===== config.mk =====
export PLATFORM = sky130hd
export DESIGN_NAME = addressable_led_serializer_unit
export DESIGN_NICKNAME = d
export VERILOG_FILES = /design/src/rtl/core/als_pkg.sv /design/src/rtl/core/als_queue.sv /design/src/rtl/core/als_cfg.sv /design/src/rtl/core/als_front.sv /design/src/rtl/core/als_back.sv /design/src/rtl/core/addressable_led_serializer_unit.sv
export SDC_FILE = /design/constraint.sdc
export NUM_CORES = 1
export LEC_CHECK = 0
export BUFFER_PORTS_ARGS = -buffer_cell sky130_fd_sc_hd__buf_2
export CAP_MARGIN = 25
export CORE_MARGIN = 2
export CORE_UTILIZATION = 45
export CTS_BUF_LIST = sky130_fd_sc_hd__clkbuf_4 sky130_fd_sc_hd__clkbuf_8 sky130_fd_sc_hd__clkbuf_16
export DETAILED_ROUTE_END_ITERATION = 6
export PLACE_DENSITY = 0.7
export SYNTH_ARGS = -nofsm -noshare
export SYNTH_HDL_FRONTEND = slang
export SYNTH_SLANG_ARGS = --single-unit

===== constraint.sdc =====
create_clock -name clk -period 7.9 [get_ports clk]
set_input_delay 0.79 -clock clk [delete_from_list [all_inputs] [get_ports clk]]
set_output_delay 0.79 -clock clk [all_outputs]
set_load 0.005 [all_outputs]

===== src/rtl/core/als_pkg.sv =====
// Shared types and constants of the addressable LED serializer.
package als_pkg;

  // Width of the unsaturated pulse durations derived from clock_mhz.
  localparam int DUR_W = 16;

  // Configuration register indexes (byte address is 4 * index).
  localparam logic [1:0] REG_CLOCK_MHZ   = 2'd0;
  localparam logic [1:0] REG_COLOR_COUNT = 2'd1;
  localparam logic [1:0] REG_COLOR_ORDER = 2'd2;

  // Colour slot codes.
  localparam logic [1:0] SLOT_NONE  = 2'd0;
  localparam logic [1:0] SLOT_RED   = 2'd1;
  localparam logic [1:0] SLOT_GREEN = 2'd2;
  localparam logic [1:0] SLOT_BLUE  = 2'd3;

  typedef enum logic [1:0] {
    PH_IDLE  = 2'd0,
    PH_HIGH  = 2'd1,
    PH_LOW   = 2'd2,
    PH_LATCH = 2'd3
  } phase_t;

  typedef enum logic {
    OP_TICK  = 1'b0,
    OP_PIXEL = 1'b1
  } op_t;

  typedef struct packed {
    logic       func;
    logic [7:0] red;
    logic [7:0] green;
    logic [7:0] blue;
    logic       end_of_frame;
  } in_t;

  typedef struct packed {
    logic pin_level;
    logic busy_res;
    logic rejected;
    logic hold_full;
  } out_t;

  // Holding register layout: eof in bit 24, blue 23:16, green 15:8, red 7:0.
  typedef struct packed {
    logic       eof;
    logic [7:0] blue;
    logic [7:0] green;
    logic [7:0] red;
  } pixel_t;

  typedef struct packed {
    op_t    op;
    pixel_t pixel;
  } cmd_t;

  typedef struct packed {
    logic [9:0] clock_mhz;
    logic [2:0] color_count;
    logic [7:0] color_order;
  } cfg_t;

  typedef struct packed {
    logic [DUR_W-1:0] one_hi;
    logic [DUR_W-1:0] one_lo;
    logic [DUR_W-1:0] zero_hi;
    logic [DUR_W-1:0] zero_lo;
    logic [DUR_W-1:0] latch;
  } dur_t;

endpackage


===== src/rtl/core/als_queue.sv =====
// Small flip-flop FIFO used between the serializer stages.
module als_queue #(
  parameter int W     = 8,
  parameter int DEPTH = 2
) (
  input  logic         clk,
  input  logic         rst_n,
  input  logic         push,
  input  logic [W-1:0] push_data,
  output logic         full,
  input  logic         pop,
  output logic [W-1:0] pop_data,
  output logic         empty
);

  localparam int PW = (DEPTH > 1) ? $clog2(DEPTH) : 1;
  localparam int CW = $clog2(DEPTH + 1);

  logic [W-1:0]  mem_r [DEPTH];
  logic [PW-1:0] wr_ptr_r, wr_ptr_nxt;
  logic [PW-1:0] rd_ptr_r, rd_ptr_nxt;
  logic [CW-1:0] count_r, count_nxt;
  logic          do_push, do_pop;

  assign full     = (count_r == CW'(DEPTH));
  assign empty    = (count_r == '0);
  assign do_push  = push && !full;
  assign do_pop   = pop && !empty;
  assign pop_data = mem_r[rd_ptr_r];

  // Advance pointers with wrap and track the fill level.
  always_comb begin
    wr_ptr_nxt = wr_ptr_r;
    rd_ptr_nxt = rd_ptr_r;
    count_nxt  = count_r;
    if (do_push) begin
      wr_ptr_nxt = (wr_ptr_r == PW'(DEPTH - 1)) ? '0 : wr_ptr_r + PW'(1);
    end
    if (do_pop) begin
      rd_ptr_nxt = (rd_ptr_r == PW'(DEPTH - 1)) ? '0 : rd_ptr_r + PW'(1);
    end
    if (do_push && !do_pop) begin
      count_nxt = count_r + CW'(1);
    end else if (do_pop && !do_push) begin
      count_nxt = count_r - CW'(1);
    end
  end

  always_ff @(posedge clk) begin
    if (!rst_n) begin
      wr_ptr_r <= '0;
      rd_ptr_r <= '0;
      count_r  <= '0;
    end else begin
      wr_ptr_r <= wr_ptr_nxt;
      rd_ptr_r <= rd_ptr_nxt;
      count_r  <= count_nxt;
    end
  end

  // Store the incoming request.
  always_ff @(posedge clk) begin
    if (do_push) begin
      mem_r[wr_ptr_r] <= push_data;
    end
  end

endmodule


===== src/rtl/core/als_cfg.sv =====
// APB configuration registers and derived pulse durations.
module als_cfg (
  input  logic          clk,
  input  logic          rst_n,
  input  logic          psel,
  input  logic          penable,
  input  logic          pwrite,
  input  logic [3:0]    paddr,
  input  logic [31:0]   pwdata,
  output logic [31:0]   prdata,
  output logic          pready,
  output als_pkg::cfg_t cfg,
  output als_pkg::dur_t dur
);

  localparam logic [9:0] RESET_CLOCK_MHZ   = 10'd100;
  localparam logic [2:0] RESET_COLOR_COUNT = 3'd3;
  localparam logic [7:0] RESET_COLOR_ORDER = 8'd54;

  logic [9:0]    clock_mhz_r, clock_mhz_nxt;
  logic [2:0]    color_count_r, color_count_nxt;
  logic [7:0]    color_order_r, color_order_nxt;
  als_pkg::dur_t dur_r, dur_nxt;
  logic          wr_en;
  logic [1:0]    reg_idx;

  // Floor of y/5 by reciprocal multiply, exact over 16-bit inputs.
  function automatic logic [15:0] div5(input logic [15:0] y);
    logic [31:0] p;
    p = {16'd0, y} * 32'd52429;
    return {2'b00, p[31:18]};
  endfunction

  // Durations: 800/1000 = 4/5, 400/1000 = 2/5, 450/1000 = 9/20, 850/1000 = 17/20.
  function automatic als_pkg::dur_t calc_durations(input logic [9:0] m);
    logic [15:0]   m16;
    logic [15:0]   m9;
    logic [15:0]   m17;
    als_pkg::dur_t d;
    m16       = {6'd0, m};
    m9        = m16 * 16'd9;
    m17       = m16 * 16'd17;
    d.one_hi  = div5(m16 << 2);
    d.zero_hi = div5(m16 << 1);
    d.one_lo  = div5(m9 >> 2);
    d.zero_lo = div5(m17 >> 2);
    d.latch   = m16 * 16'd60;
    return d;
  endfunction

  assign pready  = 1'b1;
  assign wr_en   = psel && penable && pwrite;
  assign reg_idx = paddr[3:2];
  assign cfg     = '{clock_mhz: clock_mhz_r, color_count: color_count_r,
                     color_order: color_order_r};
  assign dur     = dur_r;

  // Decode a write request.
  always_comb begin
    clock_mhz_nxt   = clock_mhz_r;
    color_count_nxt = color_count_r;
    color_order_nxt = color_order_r;
    dur_nxt         = dur_r;
    if (wr_en) begin
      unique case (reg_idx)
        als_pkg::REG_CLOCK_MHZ: begin
          clock_mhz_nxt = pwdata[9:0];
          dur_nxt       = calc_durations(pwdata[9:0]);
        end
        als_pkg::REG_COLOR_COUNT: color_count_nxt = pwdata[2:0];
        als_pkg::REG_COLOR_ORDER: color_order_nxt = pwdata[7:0];
        default: ;
      endcase
    end
  end

  // Return the addressed register.
  always_comb begin
    unique case (reg_idx)
      als_pkg::REG_CLOCK_MHZ:   prdata = {22'd0, clock_mhz_r};
      als_pkg::REG_COLOR_COUNT: prdata = {29'd0, color_count_r};
      als_pkg::REG_COLOR_ORDER: prdata = {24'd0, color_order_r};
      default:                  prdata = 32'd0;
    endcase
  end

  always_ff @(posedge clk) begin
    if (!rst_n) begin
      clock_mhz_r   <= RESET_CLOCK_MHZ;
      color_count_r <= RESET_COLOR_COUNT;
      color_order_r <= RESET_COLOR_ORDER;
      dur_r         <= calc_durations(RESET_CLOCK_MHZ);
    end else begin
      clock_mhz_r   <= clock_mhz_nxt;
      color_count_r <= color_count_nxt;
      color_order_r <= color_order_nxt;
      dur_r         <= dur_nxt;
    end
  end

endmodule


===== src/rtl/core/als_front.sv =====
// Input side: classifies incoming requests and queues them as commands.
module als_front #(
  parameter int DEPTH = 2
) (
  input  logic          clk,
  input  logic          rst_n,
  input  logic          push,
  output logic          full,
  input  als_pkg::in_t  in_data,
  output logic          cmd_valid,
  output als_pkg::cmd_t cmd,
  input  logic          cmd_pop
);

  localparam int CMD_W = $bits(als_pkg::cmd_t);

  als_pkg::cmd_t    cls_cmd;
  logic [CMD_W-1:0] q_data;
  logic             q_empty;

  // Classify the request: time tick or pixel offer with packed colours.
  always_comb begin
    cls_cmd.op          = als_pkg::op_t'(in_data.func);
    cls_cmd.pixel.eof   = in_data.end_of_frame;
    cls_cmd.pixel.blue  = in_data.blue;
    cls_cmd.pixel.green = in_data.green;
    cls_cmd.pixel.red   = in_data.red;
  end

  als_queue #(
    .W     (CMD_W),
    .DEPTH (DEPTH)
  ) u_cmd_q (
    .clk       (clk),
    .rst_n     (rst_n),
    .push      (push),
    .push_data (cls_cmd),
    .full      (full),
    .pop       (cmd_pop),
    .pop_data  (q_data),
    .empty     (q_empty)
  );

  assign cmd_valid = !q_empty;
  assign cmd       = als_pkg::cmd_t'(q_data);

endmodule


===== src/rtl/core/als_back.sv =====
// Line engine: holding register, bit phases and latch gap timing.
module als_back #(
  parameter int MAX_COLORS  = 4,
  parameter int COUNT_WIDTH = 16
) (
  input  logic          clk,
  input  logic          rst_n,
  input  logic          cmd_valid,
  input  als_pkg::cmd_t cmd,
  output logic          cmd_pop,
  output logic          res_push,
  output als_pkg::out_t res,
  input  logic          res_full,
  input  als_pkg::cfg_t cfg,
  input  als_pkg::dur_t dur
);

  localparam int SHIFT_W = 8 * MAX_COLORS;
  localparam int BL_W    = $clog2(SHIFT_W + 1);
  localparam logic [32:0] CNT_MAX = (33'd1 << COUNT_WIDTH) - 33'd1;

  // Line state.
  als_pkg::phase_t  phase_r, phase_nxt;
  logic [COUNT_WIDTH-1:0] tick_r, tick_nxt;
  logic [BL_W-1:0]  bits_r, bits_nxt;
  logic [SHIFT_W-1:0] shift_r, shift_nxt;
  logic             eof_r, eof_nxt;
  als_pkg::pixel_t  held_r, held_nxt;
  logic             held_valid_r, held_valid_nxt;

  // Saturated durations.
  logic [COUNT_WIDTH-1:0] one_hi_s, one_lo_s, zero_hi_s, zero_lo_s, latch_s;

  // Pixel load.
  logic [2:0]         ld_slots, ld_n;
  logic [1:0]         ld_code;
  logic [7:0]         ld_byte;
  logic [SHIFT_W-1:0] ld_shift;
  logic [BL_W-1:0]    ld_bits;

  // One settle step from the current state.
  als_pkg::phase_t        st_phase;
  logic [COUNT_WIDTH-1:0] st_tick;
  logic [BL_W-1:0]        st_bits;
  logic [SHIFT_W-1:0]     st_shift;
  logic                   st_eof, st_hv;

  // State seen by a tick after at most one step.
  als_pkg::phase_t        ef_phase;
  logic [COUNT_WIDTH-1:0] ef_tick;
  logic [BL_W-1:0]        ef_bits;
  logic [SHIFT_W-1:0]     ef_shift;
  logic                   ef_eof, ef_hv;

  logic cur_settled, st_settled, ef_settled;
  logic act, done;

  function automatic logic [COUNT_WIDTH-1:0] sat_cnt(input logic [als_pkg::DUR_W-1:0] v);
    return ({17'd0, v} > CNT_MAX) ? CNT_MAX[COUNT_WIDTH-1:0] : COUNT_WIDTH'(v);
  endfunction

  function automatic logic is_settled(input als_pkg::phase_t ph,
                                      input logic [COUNT_WIDTH-1:0] tc,
                                      input logic hv);
    return (ph == als_pkg::PH_IDLE) ? !hv : (tc != '0);
  endfunction

  // Clamp durations to the counter width.
  always_comb begin
    one_hi_s  = sat_cnt(dur.one_hi);
    one_lo_s  = sat_cnt(dur.one_lo);
    zero_hi_s = sat_cnt(dur.zero_hi);
    zero_lo_s = sat_cnt(dur.zero_lo);
    latch_s   = sat_cnt(dur.latch);
  end

  // Pack the held pixel's colour bytes in slot order, MSB aligned.
  always_comb begin : load_pack
    ld_slots = (cfg.color_count > 3'(MAX_COLORS)) ? 3'(MAX_COLORS) : cfg.color_count;
    ld_n     = '0;
    ld_shift = '0;
    ld_code  = '0;
    ld_byte  = '0;
    for (int s = 0; s < MAX_COLORS; s++) begin
      ld_code = cfg.color_order[2*s +: 2];
      unique case (ld_code)
        als_pkg::SLOT_NONE:  ld_byte = 8'd0;
        als_pkg::SLOT_RED:   ld_byte = held_r.red;
        als_pkg::SLOT_GREEN: ld_byte = held_r.green;
        als_pkg::SLOT_BLUE:  ld_byte = held_r.blue;
      endcase
      if ((3'(s) < ld_slots) && (ld_code != als_pkg::SLOT_NONE)) begin
        ld_shift[SHIFT_W-8-8*int'(ld_n) +: 8] = ld_byte;
        ld_n = ld_n + 3'd1;
      end
    end
    ld_bits = BL_W'({ld_n, 3'b000});
  end

  // Next state: one phase transition of an expired or idle line.
  always_comb begin : step
    st_phase = phase_r;
    st_tick  = tick_r;
    st_bits  = bits_r;
    st_shift = shift_r;
    st_eof   = eof_r;
    st_hv    = held_valid_r;
    unique case (phase_r)
      als_pkg::PH_IDLE: begin
        st_shift = ld_shift;
        st_bits  = ld_bits;
        st_eof   = held_r.eof;
        st_hv    = 1'b0;
        if (ld_n != 3'd0) begin
          st_phase = als_pkg::PH_HIGH;
          st_tick  = ld_shift[SHIFT_W-1] ? one_hi_s : zero_hi_s;
        end else if (held_r.eof) begin
          st_phase = als_pkg::PH_LATCH;
          st_tick  = latch_s;
        end else begin
          st_phase = als_pkg::PH_IDLE;
          st_tick  = '0;
        end
      end
      als_pkg::PH_HIGH: begin
        st_phase = als_pkg::PH_LOW;
        st_tick  = shift_r[SHIFT_W-1] ? one_lo_s : zero_lo_s;
      end
      als_pkg::PH_LOW: begin
        st_shift = shift_r << 1;
        st_bits  = bits_r - BL_W'(1);
        if (st_bits != '0) begin
          st_phase = als_pkg::PH_HIGH;
          st_tick  = st_shift[SHIFT_W-1] ? one_hi_s : zero_hi_s;
        end else if (eof_r) begin
          st_phase = als_pkg::PH_LATCH;
          st_tick  = latch_s;
        end else begin
          st_phase = als_pkg::PH_IDLE;
          st_tick  = '0;
        end
      end
      als_pkg::PH_LATCH: begin
        st_phase = als_pkg::PH_IDLE;
        st_tick  = '0;
      end
    endcase
  end

  // Pick the current state if it needs no transition, else the stepped one.
  always_comb begin
    cur_settled = is_settled(phase_r, tick_r, held_valid_r);
    st_settled  = is_settled(st_phase, st_tick, st_hv);
    ef_settled  = cur_settled || st_settled;
    ef_phase    = cur_settled ? phase_r      : st_phase;
    ef_tick     = cur_settled ? tick_r       : st_tick;
    ef_bits     = cur_settled ? bits_r       : st_bits;
    ef_shift    = cur_settled ? shift_r      : st_shift;
    ef_eof      = cur_settled ? eof_r        : st_eof;
    ef_hv       = cur_settled ? held_valid_r : st_hv;
  end

  assign act  = cmd_valid && !res_full;
  assign done = act && ((cmd.op == als_pkg::OP_PIXEL) || ef_settled);

  // Commit: store an offered pixel, or advance the line on a tick.
  always_comb begin
    phase_nxt      = phase_r;
    tick_nxt       = tick_r;
    bits_nxt       = bits_r;
    shift_nxt      = shift_r;
    eof_nxt        = eof_r;
    held_nxt       = held_r;
    held_valid_nxt = held_valid_r;
    if (act) begin
      unique case (cmd.op)
        als_pkg::OP_PIXEL: begin
          if (!held_valid_r) begin
            held_nxt       = cmd.pixel;
            held_valid_nxt = 1'b1;
          end
        end
        als_pkg::OP_TICK: begin
          phase_nxt      = ef_phase;
          tick_nxt       = ef_tick;
          bits_nxt       = ef_bits;
          shift_nxt      = ef_shift;
          eof_nxt        = ef_eof;
          held_valid_nxt = ef_hv;
          if (ef_settled && (ef_phase != als_pkg::PH_IDLE)) begin
            tick_nxt = ef_tick - COUNT_WIDTH'(1);
          end
        end
      endcase
    end
  end

  // Outputs: result fields and handshakes.
  always_comb begin
    cmd_pop  = done;
    res_push = done;
    if (cmd.op == als_pkg::OP_PIXEL) begin
      res.pin_level = (phase_r == als_pkg::PH_HIGH);
      res.busy_res  = (phase_r != als_pkg::PH_IDLE);
      res.rejected  = held_valid_r;
      res.hold_full = 1'b1;
    end else begin
      res.pin_level = (ef_phase == als_pkg::PH_HIGH);
      res.busy_res  = (ef_phase != als_pkg::PH_IDLE);
      res.rejected  = 1'b0;
      res.hold_full = ef_hv;
    end
  end

  always_ff @(posedge clk) begin
    if (!rst_n) begin
      phase_r      <= als_pkg::PH_IDLE;
      tick_r       <= '0;
      bits_r       <= '0;
      shift_r      <= '0;
      eof_r        <= 1'b0;
      held_valid_r <= 1'b0;
    end else begin
      phase_r      <= phase_nxt;
      tick_r       <= tick_nxt;
      bits_r       <= bits_nxt;
      shift_r      <= shift_nxt;
      eof_r        <= eof_nxt;
      held_valid_r <= held_valid_nxt;
    end
  end

  // Hold the pixel payload; no reset needed.
  always_ff @(posedge clk) begin
    held_r <= held_nxt;
  end

  a_pixel_one_cycle: assert property (@(posedge clk) disable iff (!rst_n)
    act && (cmd.op == als_pkg::OP_PIXEL) |-> res_push)
    else $error("pixel offer did not complete in one cycle");

  a_reject_needs_full: assert property (@(posedge clk) disable iff (!rst_n)
    res_push && res.rejected |-> held_valid_r)
    else $error("pixel rejected while holding register empty");

  a_busy_persists: assert property (@(posedge clk) disable iff (!rst_n)
    res_push && (cmd.op == als_pkg::OP_TICK) && res.busy_res |=> phase_r != als_pkg::PH_IDLE)
    else $error("line went idle right after a busy tick");

endmodule


===== src/rtl/core/addressable_led_serializer_unit.sv =====
// Top level of the addressable LED serializer: config, front, line engine, result queue.
//
//  channel  | ports                                   | moves
//  ---------+-----------------------------------------+-------------------------------
//  input    | push, full, in_data                     | tick or pixel offer request
//  result   | empty, pop, out_data                    | pin level and status per request
//  config   | psel, penable, pwrite, paddr, pwdata,   | clock_mhz, color_count,
//           | prdata, pready                          | color_order at 0x0, 0x4, 0x8
//
// One request per cycle unless a multi-step tick or a full result queue stalls the engine;
// results are registered in the result queue. A tick that crosses zero-length phases is
// retried, one phase transition per step of the line engine, until the line settles.
// Reset restores register defaults, empties both queues and idles the line low.
// full rises when two commands wait; the engine pauses while the result queue is full.
module addressable_led_serializer_unit #(
  parameter int MAX_COLORS  = 4,
  parameter int COUNT_WIDTH = 16
) (
  input  logic          clk,
  input  logic          rst_n,
  input  logic          push,
  output logic          full,
  input  als_pkg::in_t  in_data,
  output logic          empty,
  input  logic          pop,
  output als_pkg::out_t out_data,
  input  logic          psel,
  input  logic          penable,
  input  logic          pwrite,
  input  logic [3:0]    paddr,
  input  logic [31:0]   pwdata,
  output logic [31:0]   prdata,
  output logic          pready
);

  localparam int CMD_DEPTH = 2;
  localparam int RES_DEPTH = 2;
  localparam int RES_W     = $bits(als_pkg::out_t);

  als_pkg::cfg_t    cfg;
  als_pkg::dur_t    dur;
  als_pkg::cmd_t    cmd;
  als_pkg::out_t    res;
  logic             cmd_valid, cmd_pop;
  logic             res_push, res_full;
  logic [RES_W-1:0] res_q_data;

  als_cfg u_cfg (
    .clk     (clk),
    .rst_n   (rst_n),
    .psel    (psel),
    .penable (penable),
    .pwrite  (pwrite),
    .paddr   (paddr),
    .pwdata  (pwdata),
    .prdata  (prdata),
    .pready  (pready),
    .cfg     (cfg),
    .dur     (dur)
  );

  als_front #(
    .DEPTH (CMD_DEPTH)
  ) u_front (
    .clk       (clk),
    .rst_n     (rst_n),
    .push      (push),
    .full      (full),
    .in_data   (in_data),
    .cmd_valid (cmd_valid),
    .cmd       (cmd),
    .cmd_pop   (cmd_pop)
  );

  als_back #(
    .MAX_COLORS  (MAX_COLORS),
    .COUNT_WIDTH (COUNT_WIDTH)
  ) u_back (
    .clk       (clk),
    .rst_n     (rst_n),
    .cmd_valid (cmd_valid),
    .cmd       (cmd),
    .cmd_pop   (cmd_pop),
    .res_push  (res_push),
    .res       (res),
    .res_full  (res_full),
    .cfg       (cfg),
    .dur       (dur)
  );

  // Buffer results so the engine keeps going while the consumer stalls.
  als_queue #(
    .W     (RES_W),
    .DEPTH (RES_DEPTH)
  ) u_res_q (
    .clk       (clk),
    .rst_n     (rst_n),
    .push      (res_push),
    .push_data (res),
    .full      (res_full),
    .pop       (pop),
    .pop_data  (res_q_data),
    .empty     (empty)
  );

  assign out_data = als_pkg::out_t'(res_q_data);

endmodule


[Word level (Yosys, flattened, before mapping)]
Memories as Yosys holds them, arrays and structs flattened. A register that Yosys moved wholly into a read port is not among the register bits.
Index checks and enable logic that the tools add are counted.
Widths: inputs -> output; s select.
Storage, ports and cells
  register bits after elaboration: 182
  memories kept: 2
  input bits: 69
  logic and storage cells: 201
  output and inout bits: 39
  bits in writable memories: 60
Operators by class
  equality and inequality tests: 20
  muxes and demuxes: 57
  shifts and indexed selects: 6
  magnitude comparators: 5
  $mul: 7
  bitwise logic cells: 3
  reductions and logical operators: 58
  add/sub/neg operators: 19
Memory list
  u_front.u_cmd_q.mem_r: words 2, width 26, read ports 1, clocked after Yosys merged registers in 1, wr ports 1, line als_queue.sv:19  | logic [W-1:0] mem_r [DEPTH];
  u_res_q.mem_r: words 2, width 4, read ports 1, clocked after Yosys merged registers in 1, wr ports 1, line als_queue.sv:19
Operators by type and width (number)
  $pmux 8 s4: 4
  $neg 32->33: 3
  $shift 8x33->32 const A: 3
  $shiftx 8x33->32: 3
  $bwmux 32: 3
  $mux 16: 6
  $mux 32: 3
  $pmux 16 s4: 1
  $pmux 32 s2: 1
  $mul 10x16->26 const B: 2
  $mux 14: 3
  $reduce_bool 16->1: 2
  $pmux 10 s3: 1
  $mul 13x16->29 const B: 1
  $mul 10x4->14 const B: 2
  $mul 12x16->28 const B: 1
  $eq 2x2->1 const B: 13
  $logic_not 2->1: 9
  $mux 2: 9
  $reduce_bool 2->1: 9
  $logic_and 1x1->1: 17
  $mux 1: 17
  $sub 16x1->16 const B: 1
  $mul 10x5->15 const B: 1
  other kinds (26): 60

[Depth between registers and ports, before layout]
  depth after elaboration: 27
  gate-level depth with buffers: 33
  mapped depth without buffers: 33

[Modules after synthesis]
Synthesis repeated with hierarchy kept, for this count alone.
Second synthesis, totals
  cell total of the unflattened synthesis: 2352
  area, all modules: 21510.6 µm²
By module, submodules not included
  als_cfg: area an instance 11762.5 µm², cells each 1305, times used 1
  als_back: area an instance 7116.8 µm², cells each 903, times used 1
  als_queue (u_front.u_cmd_q): area an instance 2108.3 µm², cells each 106, times used 1
  als_queue (u_res_q): area an instance 519.2 µm², cells each 37, times used 1
  als_front: area an instance 3.8 µm², cells each 1, times used 1

[Least setup slack after synthesis]
Ideal clock, no wire load.
  kind: input to register
  start: input port pwdata[1]
  end: register u_cfg.dur_r, in the netlist u_cfg.dur[56]
  library setup time: 87 ps
  cell stages on the path: 29
  slack: 417 ps
  path buffers: 0
  arrival: 7395 ps
  cell sequence: ha_1 -> ha_1 -> inv_1 -> fa_1 -> inv_1 -> a21oi_1 -> o21bai_1 -> a21oi_1 -> nor2_1 -> nor2_1 -> nor2b_1 -> o21ai_0 -> xnor2_1 -> ha_1 -> fa_1 -> inv_1 -> fa_1 -> inv_1 -> fa_1 -> fa_1 -> ha_1 -> a21oi_1 -> nor2_1 -> o41a_1 -> nand2_1 -> o21ai_0 -> o41ai_1 -> o21ai_0 -> o31ai_1
On the way
  cells in the longest elaborated chain, start to end: 2
Ends and longest elaborated chain
  start: declaration: line addressable_led_serializer_unit.sv:31  | input logic [31:0] pwdata,
  $mul 10x4->14: line als_cfg.sv:41  | m9 = m16 * 16'd9;
  $mul 12x16->28: line als_cfg.sv:30  | p = {16'd0, y} * 32'd52429;
  end signal: assignment: line als_cfg.sv:92  | dur_r <= calc_durations(RESET_CLOCK_MHZ);
  end signal: assignment: line als_cfg.sv:97  | dur_r <= dur_nxt;
  end: declaration: line als_cfg.sv:23  | als_pkg::dur_t dur_r, dur_nxt;
No other way between the ends.
A chain may end at the register's enable or synchronous reset.

[Worst setup path in the final report]
Same ends and word-level chain as after synthesis.

==> results.txt <==
The final setup skew came out at roughly 14 ps. The count of yosys warnings during synthesis is 0. The shortest period the worst path allows is 7390 ps. The biggest fanout along the worst timing path is 5. The maximum count of clock buffers along a single path is 3. The number of diodes came out at 0. The total wire length came out at approximately 52000 um.

The number of remaining DRC errors is 0. The static leakage power came out at between 9 and 10 nW. The slack of the worst reg-to-reg path is 830 ps. CTS placed an instance of sky130_fd_sc_hd__clkbuf_16 at the clock tree root.

In the synthesized netlist the dominant register cell turns out to be sky130_fd_sc_hd__dfxtp_1. The first routing iteration left between 1000 and 1500 violations. The layout overhead on the synthesized area came out at 8.34%. The number of clock sinks is 218. The vias per cell came out at around 5.7. The instance count of the mapped netlist came out at roughly 2100. The top cell type by total area after synthesis is sky130_fd_sc_hd__ha_1. The H-tree level count is 1. The cell with the largest stage delay on the worst path is sky130_fd_sc_hd__fa_1. The number of setup violations in the final report came out at 0.

The clock reaches the later pin of the worst-skew pair after 540 ps. Ranked by total cell area, the synthesized netlist is headed by sky130_fd_sc_hd__ha_1, sky130_fd_sc_hd__fa_1, sky130_fd_sc_hd__dfxtp_1. The detailed-placement wirelength estimate came out at between 40000 and 50000 um.

The slew at the pin closest to its max-slew limit is roughly 1100 ps. The number of register bits inferred by synthesis came out at approximately 220. Buffers inserted during clock tree synthesis total 25. The worst setup path is launched from an input port. Setup repair after global routing left no endpoint under its margin. The total number of vias came out at approximately 16000. The first-pass GRT wire length came out at between 80000 and 90000 um. The most heavily used metal layer in global routing is met2. The worst setup path is captured at a flop. In the global route stage, met1 resource usage came out at 30.3%. The die covers approximately 47000 um^2. Measured along the y axis, the die boundary spans 217 um. Including well taps, the total number of placed cells is around 2700. The worst max-slew margin expressed relative to the limit is 28.3%. The cell area after synthesis is about 20000 um^2.

The final weighted congestion in routability-driven placement came out at ~0.94. The floorplan step set the die width to roughly 220 um. The layout cell share with drive strength beyond 1 came out at between 10% and 20%.

The synthesized design devotes to its leading area cell type 17.2% of total area. Based on the critical path, the design can be clocked at up to 0.135 GHz. The number of global-route vias before repair is between 15000 and 20000.

The number of max-capacitance violations reported came out at 0. The initial cell density of the core came out at between 40% and 50%. The quantity of hold-fixing buffers added after cts is 0. The maximum VDD drop is about 0.37 mV. Excluding fillers, the count of instances in the completed layout stands at between 2000 and 3000. The run finished with clean final reports. The worst hold-check path type is in2reg. Global routing used between 20% and 30% of the available tracks across all layers. The max-slew violation count came to 0. The average size of a mapped cell is about 9.5 um^2. The final clock period utilization by the worst path came out at 93.6%. The remaining antenna violation count after routing is 0. The first-pass iteration count of the detailed router is 5. The largest net degree at the start of global routing came out at 89.

TritonCTS built the clock tree. The data required time at the worst endpoint came out at between 8000 and 9000 ps. The number of hold violations in the final report came out at 0. The most frequent cell after synthesis is sky130_fd_sc_hd__ha_1. The share of flip-flops with an asynchronous set or reset is 0%. Clock-pin slew was measured on the worst setup and hold paths at 60 ps. By count the netlist is led by sky130_fd_sc_hd__ha_1, sky130_fd_sc_hd__inv_1, sky130_fd_sc_hd__nand2_1. The number of port buffers came out at 60. The total congestion overflow is 0. The total number of nets in the final design is about 2700. The met2 track demand over resource in global routing is a little under two fifths. The most numerous cell type found on the critical path is sky130_fd_sc_hd__fa_1.

The sequential area share after synthesis came out at approximately a quarter. In this design, the stage delay of the slowest critical-path cell is 650 ps. STA puts the critical path data arrival time at between 7000 and 8000 ps. For this run, the share of the core covered by cells in the final layout is ~50%. 108 I/O pins were placed.

The site row count came out at 77. The synthesized design contains 85 enable-type register cells. The areal power density over the cells came out at about 440 nW/um^2. The floorplan core area is approximately 44000 um^2. After detailed routing, the average wire length per cell comes to 18.5 um. For this run, global-route usage on met3 was measured as 2.62%. The number of distinct library cells after synthesis is 97. The setup path with the least slack is of type in2reg. The number of antenna violations at the first check in global routing came to 0.
## where the power goes
group / internal (mW) / switching (mW) / total (mW)
clock network: 0.698 / 0.468 / 1.17
logic: 2.96 / 3.96 / 6.92
registers: 1.39 / 0.146 / 1.53
## metal layers
layer	wire, um	up-vias
li1	-	7645
met1	23700	7759
met2	24200	439
met3	2550	80
met4	1230	0
met5	0	-
## worst paths after layout
path / end / depth (start not counted) / startpoint
hold reg to reg: u_cfg.dur[23] / 2 / u_cfg.dur[23]
hold / removal: u_front.u_cmd_q.mem_r[1][14] / 1 / in_data[15]
setup reg to reg: u_res_q.count_r[1] / 20 / u_cfg.color_order_r[3]
setup / recovery: u_cfg.dur[56] / 32 / pwdata[1]
## cells in the final DEF, fill, tap and decap left out, types with 23 or more instances in the layout
master,Yosys,routed
sky130_fd_sc_hd__a21oi_1,132,132
sky130_fd_sc_hd__a22oi_1,23,23
sky130_fd_sc_hd__buf_2,8,61
sky130_fd_sc_hd__buf_4,25,35
sky130_fd_sc_hd__clkbuf_16,0,25
sky130_fd_sc_hd__conb_1,2,23
sky130_fd_sc_hd__dfxtp_1,133,133
sky130_fd_sc_hd__edfxtp_1,85,85
sky130_fd_sc_hd__fa_1,139,139
sky130_fd_sc_hd__ha_1,280,280
sky130_fd_sc_hd__inv_1,255,255
sky130_fd_sc_hd__mux2_2,60,60
sky130_fd_sc_hd__mux2i_1,39,39
sky130_fd_sc_hd__nand2_1,140,140
sky130_fd_sc_hd__nand3_1,53,53
sky130_fd_sc_hd__nor2_1,129,128
sky130_fd_sc_hd__nor3_1,41,39
sky130_fd_sc_hd__o21ai_0,67,65
sky130_fd_sc_hd__xnor2_1,30,30
## critical path, delay by kind of cell
| family | cells | cell delay (ps) |
|---|---|---|
| buf+inv | 6 | 590 |
| xor+xnor | 1 | 290 |
| simple gates | 7 | 710 |
| compound gates | 9 | 1730 |
| fa+ha+maj | 9 | 3720 |
## cell type report
cell class,instances,area [um^2]
clock buffer,30,663
multi-input combinational,1582,13700
tap,592,741
fill,4046,22400
inverter,258,968
sequential,218,5220
timing repair buffer,96,568
clock inverter,16,164
## metrics by stage
step	worst slack [ps]	hold WS, ps	total power, mW	setup TNS, ps	instance area [um^2]
after floorplan	417	429	6.67	0	20400
after global placement	42.4	439	8.10	0	21200
after detailed placement	-124	446	8.39	-213	21200
after CTS	415	421	9.63	0	22000
after global routing	41.4	427	10.7	0	22000
final	509	444	9.62	0	22000
## kinds of logic (layout without fill, tap and decap cells)
| kind of cell | after synthesis | after routing | share of synthesized area [%] |
|---|---|---|---|
| other | 2 | 23 | 0.0369 |
| adder cells (fa/ha/maj) | 419 | 419 | 30.9 |
| AND/OR/NAND/NOR | 524 | 524 | 12.8 |
| flip-flops | 218 | 218 | 25.6 |
| buffers and inverters | 368 | 400 | 7.38 |
| multiplexers | 102 | 102 | 5.41 |
| XOR/XNOR | 52 | 52 | 2.24 |
| AO/OA/AOI/OAI | 462 | 462 | 15.6 |
## sequential cells by signal, summed over array words and instances (netlist names), 8 cells and up, named ones only
signal,flops
u_res_q.mem_r,8
u_back.held_r,25
u_cfg.color_order_r,8
u_front.u_cmd_q.mem_r,52
u_back.shift_r,32
u_cfg.dur,44
u_cfg.clock_mhz_r,10
u_back.tick_r,16
## repair_timing
item,4_1_cts,5_1_grt
endpoints found under the setup margin,0,2
gates resized for setup,0,1
buffers inserted,0,0
hold endpoints to repair,0,0
Power figures use the tool's default switching activity.
